File: src/rtl/cid_pkg.sv
`default_nettype none

package cid_pkg;

	typedef enum logic [2:0] {
		CMD_BEGIN = 3'd0,
		CMD_END   = 3'd1,
		CMD_EI    = 3'd2,
		CMD_DI    = 3'd3,
		CMD_HALT  = 3'd4,
		CMD_WR_IF = 3'd5,
		CMD_WR_IE = 3'd6,
		CMD_RAISE = 3'd7
	} cmd_t;

	localparam logic [6:0]  VEC_BASE        = 7'h40;
	localparam logic [4:0]  DISPATCH_CYCLES = 5'd20;
	localparam logic [4:0]  HALT_CYCLES     = 5'd4;
	localparam logic [15:0] PUSH_DEC        = 16'd2;

	// register byte offsets on the config port
	localparam logic [1:0]  REG_DMG_MODE    = 2'd0;

endpackage

`default_nettype wire

File: src/rtl/cpu_interrupt_dispatch_halt.sv
// Flow: an accepted item is held in the input register, and its result is loaded into
// the result register once res_stall lets it advance; res_valid then offers it.
// Throughput: one item per cycle unless res_stall holds the result; the controller
// state is updated in the same cycle the result register loads, so back-to-back
// items see each other's effects. Reset: arst_n clears IF, IE, IME, the EI delay,
// halted and halt-bug flags and all valid bits asynchronously; dmg_mode resets to 1.
`default_nettype none

module cpu_interrupt_dispatch_halt #(
	parameter int NUM_SOURCES = 5
) (
	input  wire logic        clk,
	input  wire logic        arst_n,

	input  wire logic        psel,
	input  wire logic        penable,
	input  wire logic        pwrite,
	input  wire logic [1:0]  paddr,
	input  wire logic [31:0] pwdata,
	output logic      [31:0] prdata,
	output logic             pready,

	input  wire logic        cmd_valid,
	output logic             cmd_stall,
	input  wire logic [2:0]  command,
	input  wire logic [7:0]  data,
	input  wire logic [15:0] pc_value,
	input  wire logic [15:0] sp_value,

	output logic             res_valid,
	input  wire logic        res_stall,
	output logic             dispatch,
	output logic      [6:0]  vector,
	output logic      [15:0] push_address,
	output logic      [15:0] push_value,
	output logic      [4:0]  stall_cycles,
	output logic             skip_execute,
	output logic             refetch_no_increment,
	output logic             pc_rollback,
	output logic      [7:0]  if_value,
	output logic      [7:0]  ie_value,
	output logic             ime_value
);

	localparam int IDX_W = (NUM_SOURCES > 1) ? $clog2(NUM_SOURCES) : 1;
	localparam logic [7:0] SRC_MASK = 8'((1 << NUM_SOURCES) - 1);

	// config register
	logic dmg_mode_q;

	assign pready = 1'b1;
	assign prdata = {31'b0, dmg_mode_q};

	always_ff @(posedge clk or negedge arst_n) begin
		if (!arst_n) begin
			dmg_mode_q <= 1'b1;
		end else if (psel && penable && pwrite && pready) begin
			if (paddr == cid_pkg::REG_DMG_MODE) begin
				dmg_mode_q <= pwdata[0];
			end
		end
	end

	// controller state
	logic [7:0] if_q;
	logic [7:0] ie_q;
	logic       ime_q;
	logic       ei_pending_q;
	logic       ei_latched_q;
	logic       halted_q;
	logic       halt_bug_q;

	// input register
	logic             valid_s1;
	cid_pkg::cmd_t    command_s1;
	logic [7:0]       data_s1;
	logic [15:0]      pc_s1;
	logic [15:0]      sp_s1;

	logic advance;
	logic fire;

	assign advance   = !res_valid || !res_stall;
	assign fire      = valid_s1 && advance;
	assign cmd_stall = valid_s1 && !advance;

	always_ff @(posedge clk or negedge arst_n) begin
		if (!arst_n) begin
			valid_s1 <= 1'b0;
		end else if (!cmd_stall) begin
			valid_s1 <= cmd_valid;
		end
	end

	always_ff @(posedge clk) begin
		if (cmd_valid && !cmd_stall) begin
			command_s1 <= cid_pkg::cmd_t'(command);
			data_s1    <= data;
			pc_s1      <= pc_value;
			sp_s1      <= sp_value;
		end
	end

	// next-state and result logic
	logic [7:0]       pend;
	logic [IDX_W-1:0] src_idx;
	logic [7:0]       if_d;
	logic [7:0]       ie_d;
	logic             ime_d;
	logic             ei_pending_d;
	logic             ei_latched_d;
	logic             halted_d;
	logic             halt_bug_d;
	logic             disp_d;
	logic [6:0]       vec_d;
	logic [15:0]      paddr_d;
	logic [15:0]      pval_d;
	logic [4:0]       stall_d;
	logic             skip_d;
	logic             refetch_d;
	logic             rollback_d;

	always_comb begin
		pend    = if_q & ie_q & SRC_MASK;
		src_idx = '0;
		for (int i = NUM_SOURCES - 1; i >= 0; i--) begin
			if (pend[i]) begin
				src_idx = IDX_W'(i);
			end
		end

		if_d         = if_q;
		ie_d         = ie_q;
		ime_d        = ime_q;
		ei_pending_d = ei_pending_q;
		ei_latched_d = ei_latched_q;
		halted_d     = halted_q;
		halt_bug_d   = halt_bug_q;
		disp_d       = 1'b0;
		vec_d        = '0;
		paddr_d      = '0;
		pval_d       = '0;
		stall_d      = '0;
		skip_d       = 1'b0;
		refetch_d    = 1'b0;
		rollback_d   = 1'b0;

		case (command_s1)
			cid_pkg::CMD_BEGIN: begin
				if (ime_q && (pend != 8'h00)) begin
					disp_d           = 1'b1;
					vec_d            = cid_pkg::VEC_BASE + 7'({src_idx, 3'b000});
					paddr_d          = sp_s1 - cid_pkg::PUSH_DEC;
					pval_d           = pc_s1;
					stall_d          = cid_pkg::DISPATCH_CYCLES;
					if_d[src_idx]    = 1'b0;
					ime_d            = 1'b0;
					halted_d         = 1'b0;
				end
				ei_latched_d = ei_pending_q;
				ei_pending_d = 1'b0;
				if (halted_d) begin
					stall_d = cid_pkg::HALT_CYCLES;
					skip_d  = 1'b1;
				end else if (halt_bug_q) begin
					refetch_d  = 1'b1;
					halt_bug_d = 1'b0;
				end
			end
			cid_pkg::CMD_END: begin
				if (ei_latched_q) begin
					ime_d        = 1'b1;
					ei_latched_d = 1'b0;
				end
			end
			cid_pkg::CMD_EI: begin
				ei_pending_d = 1'b1;
			end
			cid_pkg::CMD_DI: begin
				ime_d        = 1'b0;
				ei_pending_d = 1'b0;
				ei_latched_d = 1'b0;
			end
			cid_pkg::CMD_HALT: begin
				if (ei_pending_q || ei_latched_q) begin
					// HALT in the EI shadow: enable now and rewind
					ei_pending_d = 1'b0;
					ei_latched_d = 1'b0;
					ime_d        = 1'b1;
					rollback_d   = 1'b1;
				end else if (!ime_q || ((ie_q & SRC_MASK) == 8'h00)) begin
					if (dmg_mode_q) begin
						halt_bug_d = 1'b1;
					end else begin
						stall_d = cid_pkg::HALT_CYCLES;
					end
				end else begin
					halted_d = 1'b1;
				end
			end
			cid_pkg::CMD_WR_IF: begin
				if_d = data_s1;
			end
			cid_pkg::CMD_WR_IE: begin
				ie_d = data_s1;
			end
			cid_pkg::CMD_RAISE: begin
				if_d = if_q | data_s1;
			end
			default: begin
			end
		endcase
	end

	always_ff @(posedge clk or negedge arst_n) begin
		if (!arst_n) begin
			if_q         <= '0;
			ie_q         <= '0;
			ime_q        <= 1'b0;
			ei_pending_q <= 1'b0;
			ei_latched_q <= 1'b0;
			halted_q     <= 1'b0;
			halt_bug_q   <= 1'b0;
			res_valid    <= 1'b0;
		end else begin
			if (fire) begin
				if_q         <= if_d;
				ie_q         <= ie_d;
				ime_q        <= ime_d;
				ei_pending_q <= ei_pending_d;
				ei_latched_q <= ei_latched_d;
				halted_q     <= halted_d;
				halt_bug_q   <= halt_bug_d;
			end
			if (advance) begin
				res_valid <= fire;
			end
		end
	end

	always_ff @(posedge clk) begin
		if (fire) begin
			dispatch             <= disp_d;
			vector               <= vec_d;
			push_address         <= paddr_d;
			push_value           <= pval_d;
			stall_cycles         <= stall_d;
			skip_execute         <= skip_d;
			refetch_no_increment <= refetch_d;
			pc_rollback          <= rollback_d;
			if_value             <= if_d;
			ie_value             <= ie_d;
			ime_value            <= ime_d;
		end
	end

	a_dispatch_result: assert property (@(posedge clk) disable iff (!arst_n)
		res_valid && dispatch |->
			stall_cycles == cid_pkg::DISPATCH_CYCLES && !ime_value && !skip_execute)
		else $error("dispatch result inconsistent");

	a_rollback_enables: assert property (@(posedge clk) disable iff (!arst_n)
		res_valid && pc_rollback |-> ime_value && !dispatch)
		else $error("rollback without master enable");

	a_item_delivered: assert property (@(posedge clk) disable iff (!arst_n)
		fire |=> res_valid)
		else $error("item lost between stages");

	a_halt_no_fetch: assert property (@(posedge clk) disable iff (!arst_n)
		res_valid && skip_execute |-> !refetch_no_increment && !dispatch)
		else $error("halted step fetched");

endmodule

`default_nettype wire
File: config.mk
export PLATFORM = sky130hd
export DESIGN_NAME = cpu_interrupt_dispatch_halt
export DESIGN_NICKNAME = d
export VERILOG_FILES = /design/src/rtl/cid_pkg.sv /design/src/rtl/cpu_interrupt_dispatch_halt.sv
export SDC_FILE = /design/constraint.sdc
export NUM_CORES = 1
export LEC_CHECK = 0
export ABC_AREA = 1
export BUFFER_PORTS_ARGS = -buffer_cell sky130_fd_sc_hd__buf_2
export CAP_MARGIN = 30
export CORE_ASPECT_RATIO = 1.25
export CORE_MARGIN = 10
export CORE_UTILIZATION = 51
export DETAILED_ROUTE_END_ITERATION = 8
export GPL_ROUTABILITY_DRIVEN = 1
export PLACE_DENSITY = 0.81
export SLEW_MARGIN = 20
export SYNTH_ARGS = -nofsm -noshare
export SYNTH_HDL_FRONTEND = slang
export SYNTH_SLANG_ARGS = --single-unit
File: constraint.sdc
create_clock -name clk -period 3 [get_ports clk]
set_clock_uncertainty 0.1 [all_clocks]
set_input_delay 0.6 -clock clk [delete_from_list [all_inputs] [get_ports clk]]
set_output_delay 0.6 -clock clk [all_outputs]
set_load 0.01 [all_outputs]
# Word-level counts from Yosys, hierarchy flattened
# Index checks and enable logic that the tools add are counted.
[op_classes]
n_addsub = 2
order_cmp = 2
n_eq_ne = 13
mux = 37
bitwise = 5
n_reduce_logical = 31
[ops]
columns = ["op", "count"]
rows = [
  ["2-to-1 mux 3 bit", 8],
  ["case mux 8 bit (3 select lines)", 1],
  ["2-to-1 mux 1 bit", 17],
  ["2-to-1 mux 8 bit", 2],
  ["subtractor 16 x 2 -> 16 bit, second input constant", 1],
  ["equality test 3 bit, second input constant", 4],
  ["inequality test 2 bit, second input constant", 6],
  ["2-to-1 mux 5 bit", 2],
  ["case mux 5 bit (2 select lines)", 1],
  ["bitwise AND 8 bit", 1],
  ["zero test 8 bit", 1],
  ["inverter 8 bit", 1],
  ["bitwise OR 8 bit", 1],
  ["nonzero test 8 bit", 1],
  ["adder 7 x 6 -> 7 bit, first input constant", 1],
  ["logical AND 1 bit", 7],
  ["equality test 3 x 2 -> 1 bit, second input constant", 2],
  ["case mux 1 bit (3 select lines)", 2],
  ["AND reduction 3 bit", 2],
  ["AND reduction 6 bit", 1],
  ["nonzero test 3 bit", 2],
  ["OR reduction 2 bit", 3],
  ["bitwise AND 5 bit", 1],
  ["zero test 1 bit", 5],
  ["other kinds (13)", 17],
]
[totals]
reg_bits = 132
input_bits = 84
out_inout_bits = 100
wordCells = 115

# Logic depth before layout (Yosys ltp)
[logic_depth]
ltp_word = 14
ltp_mapped = 11
mapped_depth_nobuf = 11

# Worst setup path after synthesis
# OpenSTA, ideal clock, no wires.
[synth_timing]
kind = "input -> register"
from = "in res_stall"
to = "reg dispatch (enable)"
setup_ps = 393
t_arrival_ps = 1950
required_time_ps = 2507
path_slack_ps = 558
path_stages = 5
n_path_buf = 2
path_cell_list = "nand2_1 -> nand2_1 -> inv_1 -> buf_2 -> buf_2"
[synth_between]
elab_chain_len = 3
[synth_rtl]
columns = ["element", "line_no", "source"]
rows = [
  ["start: declaration", "cpu_interrupt_dispatch_halt.sv:31", "input wire logic res_stall,"],
  ["zero test 1 bit", "cpu_interrupt_dispatch_halt.sv:83", "assign advance = !res_valid || !res_stall;"],
  ["logical OR 1 bit", "cpu_interrupt_dispatch_halt.sv:83", ""],
  ["logical AND 1 bit", "cpu_interrupt_dispatch_halt.sv:84", "assign fire = valid_s1 && advance;"],
  ["net fire", "cpu_interrupt_dispatch_halt.sv:81", "logic fire;"],
  ["end signal: assignment", "cpu_interrupt_dispatch_halt.sv:243", "dispatch <= disp_d;"],
  ["end: declaration", "cpu_interrupt_dispatch_halt.sv:32", "output logic dispatch,"],
]
# The timed path passes the listed nets, and every way through them passes these cells.
# A chain may end at the register's enable or synchronous reset.

# Worst setup path after layout
[layout_timing]
from = "reg sp_s1[1]"
to = "reg push_address[13], data pin"
[layout_between]
elab_chain_len = 1
[layout_rtl]
columns = ["element", "line_no", "source"]
rows = [
  ["start: declaration", "cpu_interrupt_dispatch_halt.sv:78", "logic [15:0] sp_s1;"],
  ["start signal: assignment", "cpu_interrupt_dispatch_halt.sv:100", "sp_s1 <= sp_value;"],
  ["subtractor 16 x 2 -> 16 bit", "cpu_interrupt_dispatch_halt.sv:153", "paddr_d = sp_s1 - cid_pkg::PUSH_DEC;"],
  ["end signal: assignment", "cpu_interrupt_dispatch_halt.sv:245", "push_address <= paddr_d;"],
  ["end: declaration", "cpu_interrupt_dispatch_halt.sv:34", "output logic [15:0] push_address,"],
]
# Every way passes these cells.

==> impl_metrics.tcl <==
set metrics [dict create \
    tightest_slew_ns 0.593 \
    clk_pin_slew_ns 0.06 \
    slew_violations 0 \
    grt_usage_pct 15.9 \
    die-area_sq_um 15400 \
    drive_gt1_share_pct 27.7 \
    reg2reg_slack_ns 0.99 \
    synth.ff_latch_count 126 \
    wl_per_cell_um 15.5 \
    drc 0 \
    cts_buffers 17 \
    worstPathArrival_ns 2.05 \
    finalCriticalPeriod_ns 2.01 \
    final_core_util_pct 62.9 \
    hold_path.class "in2async" \
    setup_violations 0 \
    ant_nets 0 \
    max-slew-margin-rel_pct 60.4 \
    rsz0062_at_grt "false" \
    area.sequential_sq_um 3660 \
    layout_commonest_cell "buf_2" \
    wl_um 12100 \
    clockBufferDepth 2 \
    cts_tree "yes" \
    diodes 0 \
    gp_congestion 0.856 \
    outcome "finished, final reports clean" \
    crit_type "reg2reg" \
    drtIter0Drc 126 \
    cts-htree-levels 4 \
    dp_hpwl_um 8880 \
    busiest_layer "met2" \
    multiInputGateArea_sq_um 1350 \
    crit_required_ns 3.04 \
    drt-vias-per-instance 4.87 \
    clock_latency_ns 0.41 \
    clock_sinks 126 \
    reg2reg_from "sp_s1[1]$_DFFE_PP_" \
    cts-root-buf "clkbuf_16" \
    grt_pass1_wl_um 19300 \
    period_share_pct 67.1 \
    path_max_fanout 5 \
    io_pins 184 \
    maxCapViolCount 0 \
    peakVddDrop_v 0.000474 \
    rows 42 \
    antenna_found_initial 2 \
    start_util_pct 52.2 \
    use_met3_pct 6.26 \
    core_area_sq_um 10600 \
    port_buffers 114 \
    grt_max_degree 48 \
    grt_overflow 0 \
    die_w_um 113 \
    layout_common_cells "114 x buf_2, 102 x edfxtp_1, 101 x nand2_1, 71 x inv_1, 60 x nor2_1" \
    regToRegEndpoint "push_address[13]$_SDFFCE_PN0P_" \
    start_kind "flip-flop" \
    grt_pass1_vias 3952 \
    grt_use_met1_pct 15.4 \
    instances_no_fill 782 \
    final_hold_viol_count 0 \
    met2_usage_pct 29.0 \
    syn-instance-count 510 \
    via_count 3812 \
    end_kind "flip-flop" \
    cts_setup_buffers 0 \
    dp.cells 750 \
    die_h_um 136 \
    leakagePower_nw 3.07 \
    max_freq_mhz 497 \
    ctsHoldBuffers 0 \
    synth_cell_type_count 33 \
    power.density_nw_per_um2 764 \
    cts_resized 0 \
    nets 722 \
    synth_warnings 0 \
    seq_area_frac_synth_pct 66.4 \
    first_pass_iters 6 \
    syn_avg_cell_area_sq_um 10.8 \
    syn_area_sq_um 5520 \
    reg2reg_depth 9 \
    area_growth_pct 20.5 \
    nFillCells 834 \
    setup_tns_ns 0 \
]
==> worst max-delay path by stage <==
stage,from,endpoint,slack [ns],cells past startpoint
final,sp_s1[1]$_DFFE_PP_,push_address[13]$_SDFFCE_PN0P_,0.99,9
after global routing,sp_s1[1]$_DFFE_PP_,push_address[13]$_SDFFCE_PN0P_,0.79,9
after CTS,sp_s1[1]$_DFFE_PP_,push_address[13]$_SDFFCE_PN0P_,0.99,9
after detailed placement,res_stall,halt_bug_q$_DFFE_PN0P_,0.75,10
after global placement,res_stall,halt_bug_q$_DFFE_PN0P_,0.82,10
after floorplan,res_stall,dispatch$_SDFFCE_PN0P_,0.56,5
==> critical path, stage by stage (launching register included) <==
cell and delay, ns:
edfxtp_1 0.46, inv_1 0.09, ha_1 0.20, nand3_1 0.13
nor2_2 0.16, nand2_1 0.10, nor2_1 0.22, nand3_1 0.12
nand2_1 0.11, a21oi_2 0.06
==> final cells by class <==
type / count / share of cell area (%)
clock buffer: 17 / 6.40
clock inverter: 15 / 2.05
inverter: 78 / 4.44
multi-input combinational: 296 / 20.2
sequential: 126 / 55.1
tap: 132 / 2.49
timing repair buffer: 118 / 9.23
==> cells in the mapped netlist (all sizes together) <==
master / instances / area share (%)
conb: 2 / 0.14
edfxtp: 102 / 56
o22ai: 7 / 0.79
o21ai: 28 / 2.5
xnor2: 1 / 0.16
nand2: 107 / 7.7
mux2: 1 / 0.20
dfrtp: 23 / 10
clkbuf: 1 / 0.068
xor2: 2 / 0.32
buf: 45 / 6.2
ha: 1 / 0.23
nor2: 66 / 5.0
or2: 2 / 0.23
dfstp: 1 / 0.48
nor3: 5 / 0.64
o211ai: 1 / 0.14
nor4: 1 / 0.11
inv: 78 / 5.4
a21oi: 17 / 1.9
nand4: 3 / 0.34
nand3: 16 / 1.5
==> state kept, by name (all words and copies together) (netlist names), 2 cells and up <==
name          flops
stall_cycles      2
vector            4
if_q              8
ie_q              8
push_address     16
data_s1           8
command_s1        3
push_value       16
ie_value          8
if_value          8
sp_s1            16
pc_s1            16
==> where the power goes <==
| part | leakage [nW] | switching (mW) | internal [mW] |
|---|---|---|---|
| sequential | 1.30 | 0.142 | 2.21 |
| combinational | 1.51 | 0.545 | 0.269 |
| clock | 0.266 | 0.766 | 1.15 |
==> through the flow <==
| step | setup slack, ns | power (mW) | cell area [sq um] | hold slack, ns |
|---|---|---|---|---|
| floorplan | 0.558 | 2.92 | 5650 | 0.204 |
| global placement | 0.816 | 3.15 | 6080 | 0.357 |
| detailed placement | 0.753 | 3.19 | 6080 | 0.375 |
| CTS | 0.991 | 5.13 | 6650 | 0.0974 |
| global route | 0.789 | 5.32 | 6650 | 0.123 |
| finish | 0.987 | 5.08 | 6650 | 0.0930 |
==> cell families after synthesis <==
kind of cell | after synthesis | share of synthesized area, %
AO/OA/AOI/OAI | 53 | 5.35
XOR/XNOR | 3 | 0.476
adder cells (fa/ha/maj) | 1 | 0.227
buffers and inverters | 124 | 11.6
flip-flops | 126 | 66.4
multiplexers | 1 | 0.204
other | 2 | 0.136
AND/OR/NAND/NOR | 200 | 15.5
==> routing by layer <==
metal | wire length [um] | share of wire [%]
met1 | 4400 | 36
met2 | 6600 | 54
met3 | 884 | 7.3
met4 | 221 | 1.8
met5 | 13 | 0.11
Note: power is estimated with default switching activity, not from simulation.
